$ cat config.mk
export PLATFORM = sky130hd
export DESIGN_NAME = crc32_trailer_checker_top
export DESIGN_NICKNAME = d
export VERILOG_FILES = /design/src/hdl/c32tc_pkg.sv /design/src/hdl/c32tc_core.sv /design/src/hdl/crc32_trailer_checker_top.sv
export SDC_FILE = /design/constraint.sdc
export NUM_CORES = 1
export LEC_CHECK = 0
export BUFFER_PORTS_ARGS = -buffer_cell sky130_fd_sc_hd__buf_2
export CORE_ASPECT_RATIO = 1.5
export CORE_MARGIN = 3
export CORE_UTILIZATION = 35
export DETAILED_ROUTE_END_ITERATION = 12
export GPL_TIMING_DRIVEN = 0
export PLACE_DENSITY = 0.64
export SETUP_SLACK_MARGIN = 0.4
export SYNTH_ARGS = -nofsm -noshare
export SYNTH_HDL_FRONTEND = slang
export SYNTH_SLANG_ARGS = --single-unit
$ cat constraint.sdc
create_clock -name clock -period 3.4 [get_ports clock]
set_input_delay 0.17 -clock clock [delete_from_list [all_inputs] [get_ports clock]]
set_output_delay 0.17 -clock clock [all_outputs]
set_load 0.005 [all_outputs]
$ cat src/hdl/c32tc_pkg.sv
package c32tc_pkg;

   // Reflected CRC-32 constants
   localparam logic [31:0] CRC_POLY = 32'hEDB8_8320;
   localparam logic [31:0] CRC_ONES = 32'hFFFF_FFFF;

   // Field widths
   localparam int unsigned BYTE_W     = 8;
   localparam int unsigned STATUS_W   = 3;
   localparam int unsigned CRC_W      = 32;
   localparam int unsigned RSP_FIELD_W = STATUS_W + 2 * CRC_W;
   localparam int unsigned RSP_DATA_W  = ((RSP_FIELD_W + 7) / 8) * 8;
   localparam int unsigned RSP_PAD_W   = RSP_DATA_W - RSP_FIELD_W;

   // Marker "CRC32 " and parser limits
   localparam int unsigned MARKER_LEN = 6;
   localparam int unsigned HEX_DIGITS = 8;
   localparam logic [7:0] CHAR_NEWLINE = 8'h0A;
   localparam logic [7:0] CHAR_ZERO    = 8'h30;
   localparam logic [7:0] CHAR_NINE    = 8'h39;
   localparam logic [7:0] CHAR_UPPER_A = 8'h41;
   localparam logic [7:0] CHAR_UPPER_F = 8'h46;

   typedef enum logic [STATUS_W-1:0] {
      ST_PASS      = 3'd0,
      ST_NO_MARKER = 3'd1,
      ST_TRUNCATED = 3'd2,
      ST_BAD_HEX   = 3'd3,
      ST_MISMATCH  = 3'd4
   } c32tc_status_type;

   typedef struct packed {
      logic [CRC_W-1:0] expected_crc;
      logic [CRC_W-1:0] computed_crc;
      c32tc_status_type status;
   } c32tc_result_type;

   // One byte through the reflected CRC, bit by bit
   function automatic logic [CRC_W-1:0] crc_byte(input logic [CRC_W-1:0] crc_cur,
                                                 input logic [BYTE_W-1:0] data);
      logic [CRC_W-1:0] crc_v;
      crc_v = crc_cur ^ {{(CRC_W-BYTE_W){1'b0}}, data};
      for (int k = 0; k < BYTE_W; k++) begin
         crc_v = (crc_v >> 1) ^ (crc_v[0] ? CRC_POLY : '0);
      end
      return crc_v;
   endfunction

   // Expected character at a given marker position
   function automatic logic [7:0] marker_char(input logic [2:0] pos);
      logic [7:0] ch;
      case (pos)
         3'd0:    ch = 8'h43;
         3'd1:    ch = 8'h52;
         3'd2:    ch = 8'h43;
         3'd3:    ch = 8'h33;
         3'd4:    ch = 8'h32;
         3'd5:    ch = 8'h20;
         default: ch = 8'h00;
      endcase
      return ch;
   endfunction

endpackage

$ cat src/hdl/c32tc_core.sv
module c32tc_core (
   input  logic                        clock,
   input  logic                        reset,
   input  logic                        step_valid,
   input  logic [7:0]                  step_byte,
   input  logic                        step_last,
   output c32tc_pkg::c32tc_result_type step_result
);
   import c32tc_pkg::*;

   logic [CRC_W-1:0] running_crc_ff, running_crc_in;
   logic [CRC_W-1:0] line_start_crc_ff, line_start_crc_in;
   logic             at_line_start_ff, at_line_start_in;
   logic [2:0]       marker_progress_ff, marker_progress_in;
   logic             marker_found_ff, marker_found_in;
   logic [CRC_W-1:0] candidate_crc_ff, candidate_crc_in;
   logic [3:0]       hex_digits_seen_ff, hex_digits_seen_in;
   logic [CRC_W-1:0] hex_value_ff, hex_value_in;
   logic             hex_invalid_ff, hex_invalid_in;

   logic [3:0]       nibble;
   logic             nibble_bad;
   logic [CRC_W-1:0] computed;

   // Hex digit decode, uppercase only
   always_comb begin
      nibble     = '0;
      nibble_bad = 1'b0;
      if (step_byte inside {[CHAR_ZERO:CHAR_NINE]}) begin
         nibble = step_byte[3:0];
      end else if (step_byte inside {[CHAR_UPPER_A:CHAR_UPPER_F]}) begin
         nibble = step_byte[3:0] + 4'd9;
      end else begin
         nibble_bad = 1'b1;
      end
   end

   // Per-byte state update and result
   always_comb begin
      running_crc_in     = running_crc_ff;
      line_start_crc_in  = line_start_crc_ff;
      at_line_start_in   = at_line_start_ff;
      marker_progress_in = marker_progress_ff;
      marker_found_in    = marker_found_ff;
      candidate_crc_in   = candidate_crc_ff;
      hex_digits_seen_in = hex_digits_seen_ff;
      hex_value_in       = hex_value_ff;
      hex_invalid_in     = hex_invalid_ff;
      computed           = '0;
      step_result        = '{expected_crc: '0, computed_crc: '0, status: ST_NO_MARKER};

      if (step_valid) begin
         // snapshot at line start
         if (at_line_start_ff) begin
            line_start_crc_in = running_crc_ff;
         end

         // digits after the current marker
         if (marker_found_ff && !hex_digits_seen_ff[3]) begin
            hex_invalid_in     = hex_invalid_ff | nibble_bad;
            hex_value_in       = {hex_value_ff[CRC_W-5:0], nibble};
            hex_digits_seen_in = hex_digits_seen_ff + 4'd1;
         end

         // marker match, only from a line start
         if (at_line_start_ff) begin
            marker_progress_in = '0;
         end
         if (at_line_start_ff || marker_progress_ff != '0) begin
            if (step_byte == marker_char(marker_progress_in)) begin
               if (marker_progress_in == 3'(MARKER_LEN - 1)) begin
                  marker_found_in    = 1'b1;
                  candidate_crc_in   = line_start_crc_in;
                  hex_digits_seen_in = '0;
                  hex_value_in       = '0;
                  hex_invalid_in     = 1'b0;
                  marker_progress_in = '0;
               end else begin
                  marker_progress_in = marker_progress_in + 3'd1;
               end
            end else begin
               marker_progress_in = '0;
            end
         end

         running_crc_in   = crc_byte(running_crc_ff, step_byte);
         at_line_start_in = (step_byte == CHAR_NEWLINE);

         // result after this byte; the top keeps it only on the final byte
         if (marker_found_in) begin
            computed                 = candidate_crc_in ^ CRC_ONES;
            step_result.computed_crc = computed;
            step_result.expected_crc = hex_value_in;
            if (!hex_digits_seen_in[3]) begin
               step_result.status = ST_TRUNCATED;
            end else if (hex_invalid_in) begin
               step_result.status = ST_BAD_HEX;
            end else if (computed == hex_value_in) begin
               step_result.status = ST_PASS;
            end else begin
               step_result.status = ST_MISMATCH;
            end
         end

         // back to the start state for the next transcript
         if (step_last) begin
            running_crc_in     = CRC_ONES;
            line_start_crc_in  = CRC_ONES;
            at_line_start_in   = 1'b1;
            marker_progress_in = '0;
            marker_found_in    = 1'b0;
            candidate_crc_in   = '0;
            hex_digits_seen_in = '0;
            hex_value_in       = '0;
            hex_invalid_in     = 1'b0;
         end
      end
   end

   // State registers
   always_ff @(posedge clock) begin
      if (reset) begin
         running_crc_ff     <= CRC_ONES;
         line_start_crc_ff  <= CRC_ONES;
         at_line_start_ff   <= 1'b1;
         marker_progress_ff <= '0;
         marker_found_ff    <= 1'b0;
         candidate_crc_ff   <= '0;
         hex_digits_seen_ff <= '0;
         hex_value_ff       <= '0;
         hex_invalid_ff     <= 1'b0;
      end else begin
         running_crc_ff     <= running_crc_in;
         line_start_crc_ff  <= line_start_crc_in;
         at_line_start_ff   <= at_line_start_in;
         marker_progress_ff <= marker_progress_in;
         marker_found_ff    <= marker_found_in;
         candidate_crc_ff   <= candidate_crc_in;
         hex_digits_seen_ff <= hex_digits_seen_in;
         hex_value_ff       <= hex_value_in;
         hex_invalid_ff     <= hex_invalid_in;
      end
   end

   // a final byte leaves the start state behind
   a_last_restarts: assert property (@(posedge clock) disable iff (reset)
      step_valid && step_last |=> at_line_start_ff && !marker_found_ff
                                  && running_crc_ff == CRC_ONES)
      else $error("state not restarted after final byte");

   // a match in progress never reaches the full marker length
   a_progress_range: assert property (@(posedge clock) disable iff (reset)
      marker_progress_ff < 3'(MARKER_LEN))
      else $error("marker progress out of range");

   // the digit count saturates at eight
   a_digits_range: assert property (@(posedge clock) disable iff (reset)
      hex_digits_seen_ff <= 4'(HEX_DIGITS))
      else $error("hex digit count past eight");

endmodule

$ cat src/hdl/crc32_trailer_checker_top.sv
// Channel | Direction | Ports                              | Content
// req     | in        | req_tvalid/tready/tdata/tlast      | data_byte, last_byte on tlast
// rsp     | out       | rsp_tvalid/tready/tdata            | status, computed_crc, expected_crc
//
// One byte per cycle sustained; a byte goes input register -> CRC/parse stage -> result
// register, so a result is valid once the final byte has passed the CRC/parse stage into it.
// The byte CRC, marker match and hex parse are all done in the one stage behind the
// input register; only a final byte waits, and only while a full result is not accepted.
// Synchronous active-high reset returns to the start of a transcript; no clearing pass.
module crc32_trailer_checker_top (
   input  logic                              clock,
   input  logic                              reset,
   input  logic                              req_tvalid,
   output logic                              req_tready,
   input  logic [7:0]                        req_tdata,  // [7:0] data_byte
   input  logic                              req_tlast,  // last_byte
   output logic                              rsp_tvalid,
   input  logic                              rsp_tready,
   output logic [c32tc_pkg::RSP_DATA_W-1:0]  rsp_tdata   // [2:0] status, [34:3] computed_crc,
                                                         // [66:35] expected_crc, rest zero
);
   import c32tc_pkg::*;

   logic             in_valid_ff, in_valid_in;
   logic [7:0]       in_byte_ff;
   logic             in_last_ff;
   logic             out_valid_ff, out_valid_in;
   c32tc_result_type out_data_ff;
   c32tc_result_type step_result;
   logic             advance;
   logic             load_out;

   // the stage moves unless a final byte finds the result register full and not accepted
   assign advance    = in_valid_ff && (!in_last_ff || !out_valid_ff || rsp_tready);
   assign load_out   = advance && in_last_ff;
   assign req_tready = !in_valid_ff || advance;

   c32tc_core u_core (
      .clock      (clock),
      .reset      (reset),
      .step_valid (advance),
      .step_byte  (in_byte_ff),
      .step_last  (in_last_ff),
      .step_result(step_result)
   );

   // Valid flags
   always_comb begin
      in_valid_in  = in_valid_ff;
      out_valid_in = out_valid_ff;
      if (req_tready) begin
         in_valid_in = req_tvalid;
      end
      if (load_out) begin
         out_valid_in = 1'b1;
      end else if (rsp_tready) begin
         out_valid_in = 1'b0;
      end
   end

   always_ff @(posedge clock) begin
      if (reset) begin
         in_valid_ff  <= 1'b0;
         out_valid_ff <= 1'b0;
      end else begin
         in_valid_ff  <= in_valid_in;
         out_valid_ff <= out_valid_in;
      end
   end

   // Payload registers
   always_ff @(posedge clock) begin
      if (req_tvalid && req_tready) begin
         in_byte_ff <= req_tdata;
         in_last_ff <= req_tlast;
      end
      if (load_out) begin
         out_data_ff <= step_result;
      end
   end

   assign rsp_tvalid = out_valid_ff;
   assign rsp_tdata  = {{RSP_PAD_W{1'b0}}, out_data_ff};

   // the input stage only stalls behind a full, unaccepted result
   a_stall_cause: assert property (@(posedge clock) disable iff (reset)
      in_valid_ff && !advance |-> in_last_ff && out_valid_ff && !rsp_tready)
      else $error("input stage stalled without cause");

   // a processed final byte always lands in the result register
   a_last_to_out: assert property (@(posedge clock) disable iff (reset)
      load_out |=> out_valid_ff)
      else $error("final byte produced no result");

   // pass means the two values agree
   a_pass_equal: assert property (@(posedge clock) disable iff (reset)
      out_valid_ff && out_data_ff.status == ST_PASS
      |-> out_data_ff.computed_crc == out_data_ff.expected_crc)
      else $error("pass reported on differing values");

   // without a marker both values are zero
   a_no_marker_zero: assert property (@(posedge clock) disable iff (reset)
      out_valid_ff && out_data_ff.status == ST_NO_MARKER
      |-> out_data_ff.computed_crc == '0 && out_data_ff.expected_crc == '0)
      else $error("no-marker result carries values");

endmodule
==> impl_results.md <==
* Outcome: complete, no violations
* Max incr delay on CP at 0.42 ns
* Crit-path cells: nand2b_1 > clkbuf_4 > buf_6 > mux2_2 > a222oi_1 > nand3_1 > nor4_4 > nand4_1 > a211oi_4 > a21oi_2
* Syn_area_per_cell at 10.0 um^2
* Max IR drop VDD at 0.301 mV
* P&R area growth vs syn at 38.2%
* Core area at 28800 um^2
* CTS root buf: clkbuf_16
* GPL Wtd Cong at 0.898
* Synth Cell Area at 10300 um^2
* PortBufs at 80
* Drt drc at 0
* Worst-Margin Slew at 0.968 ns
* RSZ-0062 raised after global routing: true
* Peak Freq at 300 MHz
* Chip Width at 146 um
* Vias in the first global route at 8583
* Register area share after synthesis at 0.495
* Vias at 9052
* Pre-Repair DR Iteration Count at 7
* R2R Path Start: u_core.marker_found_ff$_SDFFE_PP0P_
* Buf/Inv on CP at 2
* Setup Skew at 0.0171 ns
* Pin count of the biggest net entering global routing at 48
* Yosys cell types at 71
* Post-layout nets at 1224
* Pwr Total at 6.40 mW
* Drt wl/cell at 22.5 um
* Tmin final at 3.33 ns
* # clock sinks at 216
* Initial Utilization at 0.356
* Tot GR Track Use at 0.203
* Leak pwr at 5.46 nW
* CTS tree: done
* First-pass GRT wire length at 50200 um
* WHS at 0.308 ns
* Critical path's top delay family: simple AND/OR/NAND/NOR gates
* RR Endpoint: rsp_tdata[2]$_SDFFCE_PP0P_
* Die area at 31500 um^2
* Worst min path class: primary input to register
* Gr ovfl total at 0
* Cell count after synthesis at 1026
* FF-to-FF setup slack at 0.07 ns
* CP max FO at 10
* Hold_sp: reset
* WHS Endpoint: u_core.running_crc_ff[5]$_SDFFE_PP1P_
* DP Wirelength at 23500 um
* Ys flop type: dfxtp_1
* Max clock buf depth at 3
* Slew Limit Fails at 0
* Die Y at 216 um
* CP Capture Type: register
* DR vias/cell at 5.63
* CP Data Arrival Time at 3.58 ns
* Startpoint type of the worst setup path: register
* Setup CP Type: register to register
* Max_cap viols at 0
* PwrDens at 451 nW/um^2
* FP Rows at 76
* H-tree levels at 1
* Max-slew headroom at 0.353
* Worst path slowest cell: mux2_2
* Post-route ant nets at 0
* WL final at 36200 um
* R2R depth at 10
* EDFF count, synth at 76
* Cts bufs inserted at 20
* CTS clk-pin slew, worst paths at 0.07 ns
* First DRT Iteration DRCs at 894
* Initial antenna violation count at 0
* Ys Warns at 0
* Post-synthesis async set-or-reset flop share at 0
* #FFs+latches synth at 216
* Layout cell share with drive strength beyond 1 at 0.351
* Final Hold Viols at 0
* Clock Latency Late Sink at 0.52 ns
* Required time worst endpoint at 3.65 ns
* Num ports at 87
* Diode count at 0
* Hold depth at 2
* Setup Viol. Count Final at 0
* Final worst path period share at 0.979
==> logic make-up after synthesis <==
| family | after synthesis | share of synthesized area |
|---|---|---|
| and+or+nand+nor | 350 | 0.158 |
| DFF | 216 | 0.495 |
| AOI/OAI and AO/OA | 209 | 0.147 |
| xor gates and xnor gates | 89 | 0.0788 |
| buffers and inverters | 82 | 0.0379 |
| muxes | 73 | 0.0753 |
| adders and majority gates | 6 | 0.00731 |
| other | 1 | 0.000365 |
==> registers in the layout, indices dropped and copies added, names as in the netlist <==
name and flops:
in_byte_ff 8, in_last_ff 1, in_valid_ff 1, rsp_tdata 67, rsp_tvalid 1, u_core.at_line_start_ff 1
u_core.candidate_crc_ff 32, u_core.hex_digits_seen_ff 4, u_core.hex_invalid_ff 1, u_core.hex_value_ff 32, u_core.line_start_crc_ff 32, u_core.marker_found_ff 1
u_core.marker_progress_ff 3, u_core.running_crc_ff 32
==> repair_timing <==
action,CTS,global route
setup endpoints to repair,135,129
gates cloned,8,9
resized for setup,160,210
endpoints found under the hold margin,11,0
hold buffers,11,0
buffers inserted,23,21
pin swaps,18,101
==> report_power, final <==
part	internal, mW	switching (mW)	total, mW
registers	2.74	0.0845	2.83
clock network	1.58	1.03	2.61
logic	0.409	0.551	0.960
total	4.74	1.67	6.40
==> synthesized netlist by cell type (6+ instances only) <==
| cell | n | share of area |
|---|---|---|
| o22ai_1 | 9 | 0.0055 |
| ha_1 | 6 | 0.0073 |
| mux2i_1 | 39 | 0.038 |
| edfxtp_1 | 76 | 0.22 |
| xor2_1 | 25 | 0.021 |
| a211oi_1 | 31 | 0.023 |
| nor2_1 | 145 | 0.053 |
| nor2b_1 | 22 | 0.013 |
| nand3_1 | 23 | 0.011 |
| nand2b_1 | 11 | 0.0067 |
| a21oi_1 | 28 | 0.014 |
| buf_2 | 17 | 0.0083 |
| mux2_2 | 34 | 0.037 |
| o211ai_1 | 46 | 0.034 |
| dfxtp_1 | 140 | 0.27 |
| clkbuf_1 | 39 | 0.014 |
| nand2_1 | 92 | 0.034 |
| o21ai_0 | 10 | 0.0049 |
| a22oi_1 | 53 | 0.039 |
| nor3_1 | 10 | 0.0049 |
| inv_1 | 9 | 0.0033 |
| xnor2_1 | 60 | 0.051 |
| nand4_1 | 10 | 0.0061 |
| buf_4 | 8 | 0.0058 |
==> stage by stage <==
stage | instance area (um^2) | setup slack (ns) | utilization | cells | setup TNS, ns
6_report | 14200 | 0.0716 | 0.492 | 1609 | 0
5_1_grt | 14200 | -0.0200 | 0.492 | 1609 | -0.0200
4_1_cts | 13000 | 0.207 | 0.453 | 1579 | 0
3_5_place_dp | 11200 | -0.588 | 0.390 | 1501 | -25.18
3_3_place_gp | 11200 | -0.584 | 0.389 | 1500 | -20.53
2_1_floorplan | 10300 | 0.352 | - | 1030 | 0
==> layout by cell type (no fill, tap or decap), types with 5 or more instances in the layout <==
cell type,n
o21ai_0,10
nor2_1,105
buf_6,32
nor2_4,32
clkbuf_16,28
nand3_1,22
a22oi_2,46
o211ai_1,46
a211oi_2,7
inv_1,8
edfxtp_1,76
mux2_2,32
nand4_1,10
a21oi_2,15
bufinv_16,6
a22oi_1,7
nor3_1,7
clkbuf_1,26
o22ai_1,8
a211oi_4,23
a2bb2oi_1,5
nand2b_1,11
a21oi_1,11
mux2i_1,37
conb_1,5
nor2b_1,17
xor2_1,25
buf_8,13
nand2_1,91
ha_1,5
xnor2_1,60
dfxtp_1,138
nor2_2,11
buf_12,11
dlygate4sd3_1,11
buf_2,86
buf_4,29
==> worst max path at each step <==
stage                     slack (ns)  depth (start not counted)                           to                                 startpoint
after global routing           -0.02                         10   rsp_tdata[2]$_SDFFCE_PP0P_  u_core.hex_digits_seen_ff[3]$_SDFFE_PP0P_
after CTS                       0.21                         14   rsp_tdata[2]$_SDFFCE_PP0P_       u_core.at_line_start_ff$_SDFFE_PP1P_
after global placement         -0.58                         13  rsp_tdata[31]$_SDFFCE_PN0P_       u_core.at_line_start_ff$_SDFFE_PP1P_
after detailed placement       -0.59                         14  rsp_tdata[31]$_SDFFCE_PN0P_       u_core.at_line_start_ff$_SDFFE_PP1P_
final                           0.07                         10   rsp_tdata[2]$_SDFFCE_PP0P_        u_core.marker_found_ff$_SDFFE_PP0P_
after floorplan                 0.35                         13   rsp_tdata[2]$_SDFFCE_PP0P_       u_core.at_line_start_ff$_SDFFE_PP1P_
==> cell type report <==
type | instances | area, um^2
well taps | 390 | 488
inverters | 9 | 36.3
clock inverters | 15 | 230
fillers | 2473 | 14600
clock buffers | 21 | 526
flip-flops and latches | 216 | 5090
plain buffers | 73 | 646
multi-input cells | 735 | 5950
repair buffers | 150 | 1230
==> metal layers <==
| metal | global-route usage | wire, um | vias up |
|---|---|---|---|
| met2 | 0.382 | 18400 | 474 |
| met5 | 0 | 0 | - |
| met3 | 0.0237 | 2310 | 192 |
| met1 | 0.209 | 12100 | 4354 |
| li1 | - | - | 4032 |
| met4 | 0.140 | 3370 | 0 |
Power figures use the tool's default switching activity.
